**config.mk**
```make
export PLATFORM = sky130hd
export DESIGN_NAME = duplex_fallthrough_byte_fifo
export DESIGN_NICKNAME = d
export VERILOG_FILES = /design/src/dfbf_pkg.sv /design/src/dfbf_ram.sv /design/src/dfbf_ctrl.sv /design/src/dfbf_datapath.sv /design/src/duplex_fallthrough_byte_fifo.sv
export VERILOG_INCLUDE_DIRS = /design/src /design/src/src
export SDC_FILE = /design/constraint.sdc
export NUM_CORES = 2
export LEC_CHECK = 0
export BUFFER_PORTS_ARGS = -buffer_cell sky130_fd_sc_hd__buf_2
export CORE_MARGIN = 10
export CORE_UTILIZATION = 35
export DETAILED_ROUTE_END_ITERATION = 6
export GPL_ROUTABILITY_DRIVEN = 0
export PLACE_DENSITY_LB_ADDON = 0.05
export SYNTH_ARGS = -nofsm -noshare
export SYNTH_HDL_FRONTEND = slang
export SYNTH_SLANG_ARGS = --single-unit
```
**constraint.sdc**
```tcl
create_clock -name clk -period 28.8 [get_ports clk]
set_clock_uncertainty 0.2 [all_clocks]
set_input_delay 1.44 -clock clk [delete_from_list [all_inputs] [get_ports clk]]
set_output_delay 1.44 -clock clk [all_outputs]
set_load 0.02 [all_outputs]
```
**src/duplex_fallthrough_byte_fifo_macros.svh**
```systemverilog
// ----------------------------------------------------------------------------
// Assertion macros for the duplex fall-through byte FIFO
// Shared shorthands for concurrent checks, clocked and reset-qualified.
// ----------------------------------------------------------------------------
`ifndef DUPLEX_FALLTHROUGH_BYTE_FIFO_MACROS_SVH
`define DUPLEX_FALLTHROUGH_BYTE_FIFO_MACROS_SVH

// The consequent must hold in the same cycle as the antecedent.
`define DFBF_ASSERT_NOW(label, clk, rst, ante, cons) \
  label: assert property (@(posedge clk) disable iff (rst) (ante) |-> (cons)) \
    else $error("dfbf assertion failed");

// The consequent must hold in the cycle after the antecedent.
`define DFBF_ASSERT_NEXT(label, clk, rst, ante, cons) \
  label: assert property (@(posedge clk) disable iff (rst) (ante) |=> (cons)) \
    else $error("dfbf assertion failed");

`endif

```
**src/dfbf_pkg.sv**
```systemverilog
// ----------------------------------------------------------------------------
// dfbf_pkg
// Shared types and constants of the duplex fall-through byte FIFO.
// ----------------------------------------------------------------------------
package dfbf_pkg;

  localparam int DEPTH_DEFAULT      = 256;
  localparam int WORD_BYTES_DEFAULT = 2;

  // Operation codes of an input word.
  localparam logic [1:0] OP_LOGIC     = 2'd0;
  localparam logic [1:0] OP_HOST_PUSH = 2'd1;
  localparam logic [1:0] OP_HOST_POP  = 2'd2;

  typedef struct packed {
    logic [1:0]  op;
    logic        logic_write;
    logic        logic_advance;
    logic        clear_overrun;
    logic        clear_underrun;
    logic [15:0] logic_word_in;
    logic [7:0]  host_byte_in;
  } dfbf_in_t;

  typedef struct packed {
    logic [15:0] logic_word_out;
    logic        out_readable;
    logic        out_above_one_word;
    logic        in_writable;
    logic        in_room_beyond_word;
    logic        overrun_flag;
    logic        underrun_flag;
    logic [7:0]  host_byte_out;
    logic        host_ok;
  } dfbf_out_t;

  // Controller to datapath.
  typedef struct packed {
    logic accept;
    logic exec;
    logic push;
    logic rd0;
    logic rd1;
    logic finish;
  } dfbf_cmd_t;

  // Datapath to controller.
  typedef struct packed {
    logic push_go;
    logic push_last;
    logic slot_free;
  } dfbf_status_t;

endpackage

```
**src/dfbf_ram.sv**
```systemverilog
// ----------------------------------------------------------------------------
// dfbf_ram
// Generic single-write, single-read RAM with a registered, enabled read.
// ----------------------------------------------------------------------------
module dfbf_ram #(
  parameter int WIDTH = 8,
  parameter int DEPTH = 256
) (
  input  logic                     clk,
  input  logic                     we,
  input  logic [$clog2(DEPTH)-1:0] waddr,
  input  logic [WIDTH-1:0]         wdata,
  input  logic                     re,
  input  logic [$clog2(DEPTH)-1:0] raddr,
  output logic [WIDTH-1:0]         rdata
);

  logic [WIDTH-1:0] mem [DEPTH];

  always_ff @(posedge clk) begin
    if (we) begin
      mem[waddr] <= wdata;
    end
    if (re) begin
      rdata <= mem[raddr];
    end
  end

endmodule

```
**src/dfbf_ctrl.sv**
```systemverilog
// ----------------------------------------------------------------------------
// dfbf_ctrl
// Sequencer of the FIFO bridge: accept, execute, byte pushes, head reads,
// and hand-off to the output register.
// ----------------------------------------------------------------------------
`include "duplex_fallthrough_byte_fifo_macros.svh"

module dfbf_ctrl (
  input  logic                  clk,
  input  logic                  rst,
  input  logic                  in_valid,
  output logic                  in_ready,
  input  dfbf_pkg::dfbf_status_t status,
  output dfbf_pkg::dfbf_cmd_t    cmd
);
  import dfbf_pkg::*;

  typedef enum logic [5:0] {
    ST_IDLE = 6'b000001,
    ST_EXEC = 6'b000010,
    ST_PUSH = 6'b000100,
    ST_RD0  = 6'b001000,
    ST_RD1  = 6'b010000,
    ST_DONE = 6'b100000
  } state_t;

  state_t state;
  state_t state_next;

  always_ff @(posedge clk) begin
    if (rst) begin
      state <= ST_IDLE;
    end else begin
      state <= state_next;
    end
  end

  always_comb begin
    state_next = state;
    case (state)
      ST_IDLE: begin
        if (in_valid) state_next = ST_EXEC;
      end
      ST_EXEC: begin
        state_next = status.push_go ? ST_PUSH : ST_RD0;
      end
      ST_PUSH: begin
        if (status.push_last) state_next = ST_RD0;
      end
      ST_RD0: begin
        state_next = ST_RD1;
      end
      ST_RD1: begin
        state_next = ST_DONE;
      end
      ST_DONE: begin
        if (status.slot_free) state_next = ST_IDLE;
      end
      default: begin
        state_next = ST_IDLE;
      end
    endcase
  end

  assign in_ready   = (state == ST_IDLE);
  assign cmd.accept = in_valid && (state == ST_IDLE);
  assign cmd.exec   = (state == ST_EXEC);
  assign cmd.push   = (state == ST_PUSH);
  assign cmd.rd0    = (state == ST_RD0);
  assign cmd.rd1    = (state == ST_RD1);
  assign cmd.finish = (state == ST_DONE) && status.slot_free;

  `DFBF_ASSERT_NEXT(a_accept_busy, clk, rst, cmd.accept, !in_ready && cmd.exec)
  `DFBF_ASSERT_NEXT(a_rd0_rd1, clk, rst, cmd.rd0, cmd.rd1)

endmodule

```
**src/dfbf_datapath.sv**
```systemverilog
// ----------------------------------------------------------------------------
// dfbf_datapath
// Ring pointers, fill counts, sticky flags, the two byte RAMs and the
// output register of the FIFO bridge.
// ----------------------------------------------------------------------------
`include "duplex_fallthrough_byte_fifo_macros.svh"

module dfbf_datapath #(
  parameter int DEPTH      = dfbf_pkg::DEPTH_DEFAULT,
  parameter int WORD_BYTES = dfbf_pkg::WORD_BYTES_DEFAULT
) (
  input  logic                   clk,
  input  logic                   rst,
  input  dfbf_pkg::dfbf_cmd_t    cmd,
  output dfbf_pkg::dfbf_status_t status,
  input  dfbf_pkg::dfbf_in_t     in_data,
  output logic                   out_valid,
  input  logic                   out_ready,
  output dfbf_pkg::dfbf_out_t    out_data
);
  import dfbf_pkg::*;

  localparam int PTR_W = $clog2(DEPTH);
  localparam int CNT_W = $clog2(DEPTH + 1);
  localparam int IDX_W = $clog2(WORD_BYTES + 1);
  localparam int SUM_W = ((CNT_W > IDX_W) ? CNT_W : IDX_W) + 1;

  function automatic logic [PTR_W-1:0] wrap_inc(input logic [PTR_W-1:0] p);
    return (p == PTR_W'(DEPTH - 1)) ? '0 : p + PTR_W'(1);
  endfunction

  dfbf_in_t          item;
  logic [PTR_W-1:0]  in_head;
  logic [PTR_W-1:0]  in_tail;
  logic [CNT_W-1:0]  in_count;
  logic [PTR_W-1:0]  out_head;
  logic [PTR_W-1:0]  out_tail;
  logic [CNT_W-1:0]  out_count;
  logic              overrun;
  logic              underrun;
  logic              pop_ok;
  logic              host_ok;
  logic [IDX_W-1:0]  push_idx;
  logic [7:0]        byte0;

  logic              is_logic;
  logic              in_full;
  logic              out_full;
  logic              host_push_ok;
  logic              host_pop_ok;
  logic              adv_req;
  logic [SUM_W-1:0]  adv_n;
  logic [SUM_W-1:0]  adv_sum;
  logic [PTR_W-1:0]  adv_tail;
  logic [7:0]        push_byte;
  logic [7:0]        in_rdata;
  logic [7:0]        out_rdata;
  logic              present0;
  logic              present1;
  dfbf_out_t         result;

  assign is_logic     = (item.op == OP_LOGIC);
  assign in_full      = (in_count == CNT_W'(DEPTH));
  assign out_full     = (out_count == CNT_W'(DEPTH));
  assign host_push_ok = (item.op == OP_HOST_PUSH) && !out_full;
  assign host_pop_ok  = (item.op == OP_HOST_POP) && (in_count != '0);
  assign adv_req      = is_logic && item.logic_advance;

  // The advance is clamped to the fill; the sum stays below twice the depth.
  assign adv_n    = (SUM_W'(WORD_BYTES) < SUM_W'(out_count)) ? SUM_W'(WORD_BYTES)
                                                            : SUM_W'(out_count);
  assign adv_sum  = SUM_W'(out_tail) + adv_n;
  assign adv_tail = (adv_sum >= SUM_W'(DEPTH)) ? PTR_W'(adv_sum - SUM_W'(DEPTH))
                                               : PTR_W'(adv_sum);

  // Bytes above the 16-bit logic word are pushed as zero.
  always_comb begin
    if (push_idx == IDX_W'(0)) begin
      push_byte = item.logic_word_in[7:0];
    end else if (push_idx == IDX_W'(1)) begin
      push_byte = item.logic_word_in[15:8];
    end else begin
      push_byte = 8'h00;
    end
  end

  assign status.push_go   = is_logic && item.logic_write && !in_full;
  assign status.push_last = (SUM_W'(push_idx) + SUM_W'(1) == SUM_W'(WORD_BYTES)) ||
                            (in_count + CNT_W'(1) == CNT_W'(DEPTH));
  assign status.slot_free = !out_valid || out_ready;

  always_ff @(posedge clk) begin
    if (cmd.accept) begin
      item <= in_data;
    end
    if (cmd.rd1) begin
      byte0 <= out_rdata;
    end
  end

  always_ff @(posedge clk) begin
    if (rst) begin
      in_head   <= '0;
      in_tail   <= '0;
      in_count  <= '0;
      out_head  <= '0;
      out_tail  <= '0;
      out_count <= '0;
      overrun   <= 1'b0;
      underrun  <= 1'b0;
      pop_ok    <= 1'b0;
      host_ok   <= 1'b0;
      push_idx  <= '0;
    end else begin
      if (cmd.accept) begin
        push_idx <= '0;
      end
      if (cmd.exec) begin
        pop_ok  <= host_pop_ok;
        host_ok <= host_push_ok || host_pop_ok;
        if (is_logic && item.clear_overrun) overrun <= 1'b0;
        if (is_logic && item.clear_underrun) underrun <= 1'b0;
        if (is_logic && item.logic_write && in_full) overrun <= 1'b1;
        if (adv_req) begin
          if (out_count == '0) begin
            underrun <= 1'b1;
          end else begin
            out_tail  <= adv_tail;
            out_count <= out_count - CNT_W'(adv_n);
          end
        end
        if (host_push_ok) begin
          out_head  <= wrap_inc(out_head);
          out_count <= out_count + CNT_W'(1);
        end
        if (host_pop_ok) begin
          in_tail  <= wrap_inc(in_tail);
          in_count <= in_count - CNT_W'(1);
        end
      end
      if (cmd.push) begin
        in_head  <= wrap_inc(in_head);
        in_count <= in_count + CNT_W'(1);
        push_idx <= push_idx + IDX_W'(1);
      end
    end
  end

  dfbf_ram #(
    .WIDTH (8),
    .DEPTH (DEPTH)
  ) u_in_ram (
    .clk   (clk),
    .we    (cmd.push),
    .waddr (in_head),
    .wdata (push_byte),
    .re    (cmd.exec && host_pop_ok),
    .raddr (in_tail),
    .rdata (in_rdata)
  );

  dfbf_ram #(
    .WIDTH (8),
    .DEPTH (DEPTH)
  ) u_out_ram (
    .clk   (clk),
    .we    (cmd.exec && host_push_ok),
    .waddr (out_head),
    .wdata (item.host_byte_in),
    .re    (cmd.rd0 || cmd.rd1),
    .raddr (cmd.rd1 ? wrap_inc(out_tail) : out_tail),
    .rdata (out_rdata)
  );

  assign present0 = (out_count != '0);
  assign present1 = (WORD_BYTES >= 2) && (out_count >= CNT_W'(2));

  always_comb begin
    result.logic_word_out      = {(present1 ? out_rdata : 8'h00),
                                  (present0 ? byte0 : 8'h00)};
    result.out_readable        = present0;
    result.out_above_one_word  = SUM_W'(out_count) > SUM_W'(WORD_BYTES);
    result.in_writable         = !in_full;
    result.in_room_beyond_word = (SUM_W'(in_count) + SUM_W'(WORD_BYTES)) < SUM_W'(DEPTH);
    result.overrun_flag        = overrun;
    result.underrun_flag       = underrun;
    result.host_byte_out       = pop_ok ? in_rdata : 8'h00;
    result.host_ok             = host_ok;
  end

  always_ff @(posedge clk) begin
    if (rst) begin
      out_valid <= 1'b0;
    end else if (cmd.finish) begin
      out_valid <= 1'b1;
    end else if (out_ready) begin
      out_valid <= 1'b0;
    end
  end

  always_ff @(posedge clk) begin
    if (cmd.finish) begin
      out_data <= result;
    end
  end

  `DFBF_ASSERT_NOW(a_in_count_range, clk, rst, 1'b1, in_count <= CNT_W'(DEPTH))
  `DFBF_ASSERT_NEXT(a_push_grows, clk, rst, cmd.push, in_count == $past(in_count) + CNT_W'(1))
  `DFBF_ASSERT_NOW(a_finish_free, clk, rst, cmd.finish, !out_valid || out_ready)

endmodule

```
**src/duplex_fallthrough_byte_fifo.sv**
```systemverilog
// ----------------------------------------------------------------------------
// duplex_fallthrough_byte_fifo
// Two byte rings bridging a word-wide logic side and a byte-wide host side,
// with first-word fall-through of the outbound head and almost flags.
// ----------------------------------------------------------------------------
// Usage: every input word on the in channel carries one operation: a logic
// step (clear sticky flags, push a word inbound, advance one word outbound),
// a host byte push into the outbound ring, or a host byte pop from the
// inbound ring. Every input word yields exactly one output word on the out
// channel, holding the outbound head word, the ring flags, the sticky flags
// and the host byte result.
// The sequencer takes a word, executes it, writes the bytes a logic push
// stores (none up to WORD_BYTES) one by one, reads the two head bytes and
// passes the result to the output register; only then is a new word taken.
// Each ring RAM has one write port and one registered read port: pushed bytes
// are written in turn, and the outbound head bytes are read in turn.
// The output register frees the input side: the next word is taken while a
// result still waits. If the receiver stalls, the block holds its finished
// result in the sequencer until the output register is free.
// Reset empties both rings and clears the sticky flags; ring contents are
// not cleared and need no clearing pass.
// ----------------------------------------------------------------------------
module duplex_fallthrough_byte_fifo #(
  parameter int DEPTH      = dfbf_pkg::DEPTH_DEFAULT,
  parameter int WORD_BYTES = dfbf_pkg::WORD_BYTES_DEFAULT
) (
  input  logic                clk,
  input  logic                rst,
  input  logic                in_valid,
  output logic                in_ready,
  input  dfbf_pkg::dfbf_in_t  in_data,
  output logic                out_valid,
  input  logic                out_ready,
  output dfbf_pkg::dfbf_out_t out_data
);
  import dfbf_pkg::*;

  dfbf_cmd_t    cmd;
  dfbf_status_t status;

  // The sequencer only steps through phases; all ring and flag state lives in the datapath.
  dfbf_ctrl u_ctrl (
    .clk      (clk),
    .rst      (rst),
    .in_valid (in_valid),
    .in_ready (in_ready),
    .status   (status),
    .cmd      (cmd)
  );

  dfbf_datapath #(
    .DEPTH      (DEPTH),
    .WORD_BYTES (WORD_BYTES)
  ) u_datapath (
    .clk       (clk),
    .rst       (rst),
    .cmd       (cmd),
    .status    (status),
    .in_data   (in_data),
    .out_valid (out_valid),
    .out_ready (out_ready),
    .out_data  (out_data)
  );

endmodule

```
==> After elaboration in Yosys (flattened, before gate mapping) <==
Memories as Yosys holds them, arrays and structs flattened. A register that Yosys moved wholly into a read port is not among the register bits.
Cells that the tools add are included.
{ "word_totals": {"elab_cells": 143, "n_memories": 2, "register_bits": 132, "input_bits": 34, "mem_bits_rw": 4096} }
{ "mem_list": {"columns": ["name", "depth", "word_bits", "read_ports", "rd_ports_with_merged_regs", "wr", "line", "text"], "rows": [
  ["u_datapath.u_in_ram.mem", 256, 8, 1, 1, 1, "dfbf_ram.sv:18", "logic [WIDTH-1:0] mem [DEPTH];"],
  ["u_datapath.u_out_ram.mem", 256, 8, 1, 1, 1, "dfbf_ram.sv:18", null]
]} }
{ "classes": {"n_bitwise": 1, "n_lt_le_gt_ge": 5, "n_reduce_logical": 37, "n_eq_ne": 21, "addsub": 13, "muxes": 33} }
{ "ops": {"columns": ["op", "n"], "rows": [
  ["2-to-1 mux 8 bit", 8],
  ["2-to-1 mux 9 bit", 7],
  ["one-hot mux 6 bit (6 select lines)", 1],
  ["adder 8 x 1 -> 8 bit (second input constant)", 4],
  ["== test 8 bit (second input constant)", 4],
  ["== test 9 bit (second input constant)", 3],
  ["adder 9 x 1 -> 9 bit (second input constant)", 2],
  ["2-to-1 mux 6 bit", 3],
  ["nonzero test 9 bit", 2],
  ["logical AND 1 bit", 12],
  ["nonzero test 2 bit", 6],
  ["2-to-1 mux 1 bit", 11],
  ["adder 8 x 9 -> 10 bit", 1],
  ["adder 9 x 2 -> 10 bit (second input constant)", 1],
  ["== test 10 x 2 -> 1 bit (second input constant)", 1],
  ["greater-or-equal comparator 10 x 9 -> 1 bit (second input constant)", 1],
  ["< comparator 10 x 9 -> 1 bit (second input constant)", 1],
  ["greater-or-equal comparator 9 x 2 -> 1 bit (second input constant)", 1],
  ["> comparator 9 x 2 -> 1 bit (second input constant)", 1],
  ["zero test 9 bit", 1],
  ["< comparator 2 x 9 -> 1 bit (first input constant)", 1],
  ["AND reduction 3 bit", 3],
  ["subtractor 9 x 1 -> 9 bit (second input constant)", 1],
  ["subtractor 9 bit", 1],
  ["20 further kinds", 33]
]} }

==> Longest topological paths before layout <==
{ "logic_depth": {"word_depth": 6, "ltp_mapped": 17} }

==> Modules after synthesis <==
A second synthesis with hierarchy kept.
{ "hier_totals": {"hier_cells": 8041, "area_unflattened_um2": 165441.2} }
{ "modules_own_cells": {"columns": ["mod", "seq_area_each_um2", "area_per_inst_um2", "instances", "cells_per_inst"], "rows": [
  ["dfbf_ram", 61739.2, 79636.4, 2, 3733],
  ["dfbf_datapath", 3213.1, 5830.6, 1, 536],
  ["dfbf_ctrl", 120.1, 337.8, 1, 39]
]} }

==> Worst setup path after synthesis <==
Ideal clock, no wire load.
{ "synth_timing": {"kind": "register to register", "from": "reg u_datapath.push_idx[0]", "to": "mem u_datapath.u_in_ram.mem[0][5], data pin", "setup_slack_ns": 15.597, "arrival_time_ns": 10.816, "path_stages_with_launch": 5, "period_less_slack_ns": 13.203, "setup_ns": 2.187, "path_cell_list": "dfxtp_1 inv_1 ha_1 clkbuf_1 o21ai_0"} }
{ "synth_via": {"elab_chain_len": 3, "elab_cells_between_ends": 4, "cone_classes": "eq/ne (1); mux (2); reduce/logical (1)"} }
{ "synth_lines": {"columns": ["item", "line", "text"], "rows": [
  ["start, declared", "dfbf_datapath.sv:43", "logic [IDX_W-1:0] push_idx;"],
  ["start signal, assigned", "dfbf_datapath.sv:144", "push_idx <= push_idx + IDX_W'(1);"],
  ["== test 2 x 1 -> 1 bit", "dfbf_datapath.sv:80", "end else if (push_idx == IDX_W'(1)) begin"],
  ["2-to-1 mux 8 bit", "dfbf_datapath.sv:80", null],
  ["2-to-1 mux 8 bit (*)", "dfbf_datapath.sv:78", "if (push_idx == IDX_W'(0)) begin"],
  ["via u_datapath.push_byte[5]", "dfbf_datapath.sv:55", "logic [7:0] push_byte;"],
  ["end, declared", "dfbf_ram.sv:18", null]
]} }
The timed path passes the listed nets; every way through them passes the cells marked *.

==> Worst setup path in the final report <==
{ "layout_timing": {"from": "reg u_datapath.out_tail[0]", "to": "reg u_datapath.u_out_ram.rdata[2], read port of u_datapath.u_out_ram.mem, data pin"} }
{ "layout_via": {"elab_chain_len": 3, "elab_cells_between_ends": 4, "cone_classes": "add/sub (1); eq/ne (1); mux (2)"} }
{ "layout_lines": {"columns": ["item", "line", "text"], "rows": [
  ["start, declared", "dfbf_datapath.sv:37", "logic [PTR_W-1:0] out_tail;"],
  ["start signal, assigned", "dfbf_datapath.sv:128", "out_tail <= adv_tail;"],
  ["adder 8 x 1 -> 8 bit or == test 8 bit (tied branches)", "dfbf_datapath.sv:29", "return (p == PTR_W'(DEPTH - 1)) ? '0 : p + PTR_W'(1);"],
  ["2-to-1 mux 8 bit", "dfbf_datapath.sv:29", null],
  ["2-to-1 mux 8 bit (*)", "dfbf_datapath.sv:171", ".raddr (cmd.rd1 ? wrap_inc(out_tail) : out_tail),"],
  ["end, declared", "dfbf_ram.sv:15", "output logic [WIDTH-1:0] rdata"]
]} }
Mark *: on every way between the ends. The rest lies on a longest branch, timed or not.
A chain may end at the register's enable or synchronous reset.

==> implementation parameters <==
Parameter                              Value

GRT
  Global route overflow    0
  First-pass GRT wire length    789000 um
  Maximum number of pins on one net before global-route repair    195
  Antenna violations before repair    32
  GRT Util Overall    0.219
  Via count of the first global-routing pass    92780

Layout
  Most common cell after layout, fill and taps aside    edfxtp_1
  Leading cell types in the layout, fill and taps excluded    edfxtp_1 (4181), nand2_1 (1252), mux4_2 (689)
  Ratio of cells with drive above 1 in the final layout    0.174
  Area delta synth->final    14.0%
  Final Net Count    9971
  Fill cell instance count of the final layout    43354

Routing
  Vias    92940
  Routed wirelength normalized by instance count    34.3 um
  Detailed-router iteration count before antenna repair    6
  Detailed Route Iter0 Violations    9160
  DRC    0
  Via-per-instance ratio    approximately 5.6
  Post-detailed-route count of antenna-violating nets    0
  Routed Wire Length    573000 um

Synthesis
  Dominant register cell in the synthesized netlist    edfxtp_1
  Synthesized netlist cell count    9749
  Portion of the post-synthesis area used by sequential elements    0.758
  Cell area after synthesis    167000 um^2
  Number of distinct library cells after synthesis    85
  Number of enable flip-flop cells after synthesis    4181
  Warning count from the yosys run    0
  Mapped Avg Cell Area    17.2 um^2
  Async set-or-reset flop fraction in the synthesized netlist    0
  Flops & latches, synth    4244

Floorplanning
  Cell Rows    253
  Initial Utilization    0.352
  Number of top-level pins    67
  Die H    711 um
  Die outline width    711 um
  Core Box Area    around 480000 um^2
  Die area    about 510000 um^2

Timing
  Clock period minus final worst setup slack    7.31 ns
  Sum Neg Setup Slack    0 ns
  Final Hold Violating Endpoints    0
  Final worst setup slack    21.49 ns
  Crit share post-route    0.254
  Setup repair after global routing missed its margin    no
  Number of failing setup endpoints in the final timing report    0
  Count of pins over their slew limit    2
  Max_slew headroom    -0.0761
  Max Freq    0.137 GHz
  Tightest Pin Transition    between 1.5 and 2 ns

Setup path
  Critical path launch point type    register
  Type of the worst setup path    reg -> reg
  Data required time at the worst endpoint    29.30 ns
  Worst Path Max Fanout    89
  Category of the worst setup path capture point    register
  Crit path arrival time    7.81 ns

Placed design
  Setup WS pre-CTS    21.59 ns
  Buffers added on ports    66
  Half-perimeter wire length after detailed placement    342000 um

Clock tree
  Root Buffer Master    clkbuf_16
  TritonCTS clock tree    built
  Post-CTS setup buffers    0
  Num Clock Sinks    about 4200
  Buffers from clock root to sink, at most    4
  Clock latency reported for the late side of the worst-skew pair    1.03 ns
  Total of cells resized after clock tree synthesis    0
  H-tree levels    5
  Worst-path clk slew    0.07 ns
  Number of buffers added to fix hold violations after cts    0
  Number of CTS-inserted buffers    469

Job
  Number of max-cap violations    2

Hold path
  Hold Path Class    reg -> reg

Power and ir drop
  Power density over the cells    70.1 nW/um^2
  Peak supply drop    0.0000478 V
  Static leakage power    58.5 nW

Outcome
  Violated checks    capacitance limit, slew limit
  Status    complete, but fails checks
[logic make-up after synthesis]
family | synth area share
other cells | 0.0000224
xor+xnor | 0.00199
compound gates | 0.0440
fa+ha+maj | 0.00256
buf+inv | 0.0165
simple gates | 0.0751
mux | 0.102
flops | 0.758
[worst max-delay path: stages, from the launching register on]
cell and delay [ns]:
dfxtp_1 0.73, ha_1 0.55, and3_1 0.35, a2111oi_4 0.11
buf_4 0.30, nor2_4 0.73, buf_12 0.44, buf_4 0.67
buf_4 0.60, buf_4 0.59, mux2i_1 0.25, a221oi_1 0.11
a21oi_1 0.23, a31oi_1 0.12, nor4_1 0.45, buf_4 0.19
o32ai_1 0.08
[worst paths after layout]
path,start,to,depth (start not counted),slack [ns]
max reg2reg,u_datapath.out_tail[0],u_datapath.u_out_ram.rdata[2],16,21.49
min reg2reg,u_datapath.underrun,u_datapath.out_data[9],0,0.25
min,u_datapath.underrun,u_datapath.out_data[9],0,0.25
max,u_datapath.out_tail[0],u_datapath.u_out_ram.rdata[2],16,21.49
[state kept, by name, summed over array words and instances (netlist names), 9 cells and up]
register and flops:
u_datapath.in_count 9, u_datapath.out_data 31, u_datapath.u_in_ram.mem 2048, u_datapath.item 30, u_datapath.u_out_ram.mem 2048, u_datapath.out_count 9
[Yosys cell counts (all sizes together), types with 7 or more instances]
library cell	number	area (um^2)
edfxtp	4181	126000
nand2	1269	4770
mux4	689	15500
nor2	635	2380
nand3	486	2430
clkbuf	397	1490
a211oi	255	1930
buf	252	1190
and3	229	1430
a21oi	209	1050
a31oi	179	1120
mux2i	145	1450
o21ai	79	395
dfxtp	63	1260
a32oi	60	526
a22oi	59	443
nand4	49	307
a311oi	48	420
nor4	44	288
ha	31	388
a2111oi	30	282
nor3	30	150
a221oi	29	254
and2	25	159
nor2b	24	150
inv	22	82.6
o2111ai	20	175
xnor2	20	175
nand2b	18	113
xor2	18	158
o22ai	15	93.8
o211ai	12	90.1
nand3b	9	67.6
or4	9	75.1
and4	7	61.3
mux2	7	78.8
o21bai	7	52.6
[layout make-up]
| cell class | instances | area, um^2 | area share |
|---|---|---|---|
| antenna | 8 | 20.0 | 0.000105 |
| clock buffer | 589 | 12400 | 0.0649 |
| clock inverter | 285 | 2360 | 0.0124 |
| inverter | 23 | 86.3 | 0.000453 |
| multi-input combinational | 4837 | 38500 | 0.202 |
| sequential | 4244 | 127000 | 0.665 |
| tap | 6375 | 7980 | 0.0418 |
| timing repair buffer | 329 | 2580 | 0.0135 |
[where the power goes]
part           internal, mW  switching, mW
combinational        0.0378          0.431
clock                  3.31           2.51
sequential             7.07        0.00915
total                  10.4           2.95
[metal layers]
metal  routed length, um  track usage  share of wire  vias up
li1                    -            -              -    39112
met1              240000        0.293           0.42    49912
met2              282000        0.369           0.49     3049
met3               29500       0.0294          0.051      853
met4               21500       0.0727          0.037       14
met5                 105            0        0.00018        -
[per-stage QoR]
stage	area, um^2	utilization	hold WS (ns)	std cells	power [mW]
3_3_place_gp	176000	0.370	0.223	15805	7.67
4_1_cts	191000	0.401	0.243	16682	13.5
3_5_place_dp	176000	0.370	0.218	15808	7.69
2_1_floorplan	167000	-	0.209	9753	7.55
6_report	191000	0.401	0.249	16690	13.4
5_1_grt	191000	0.401	0.273	16684	13.8
Power figures use the tool's default switching activity.
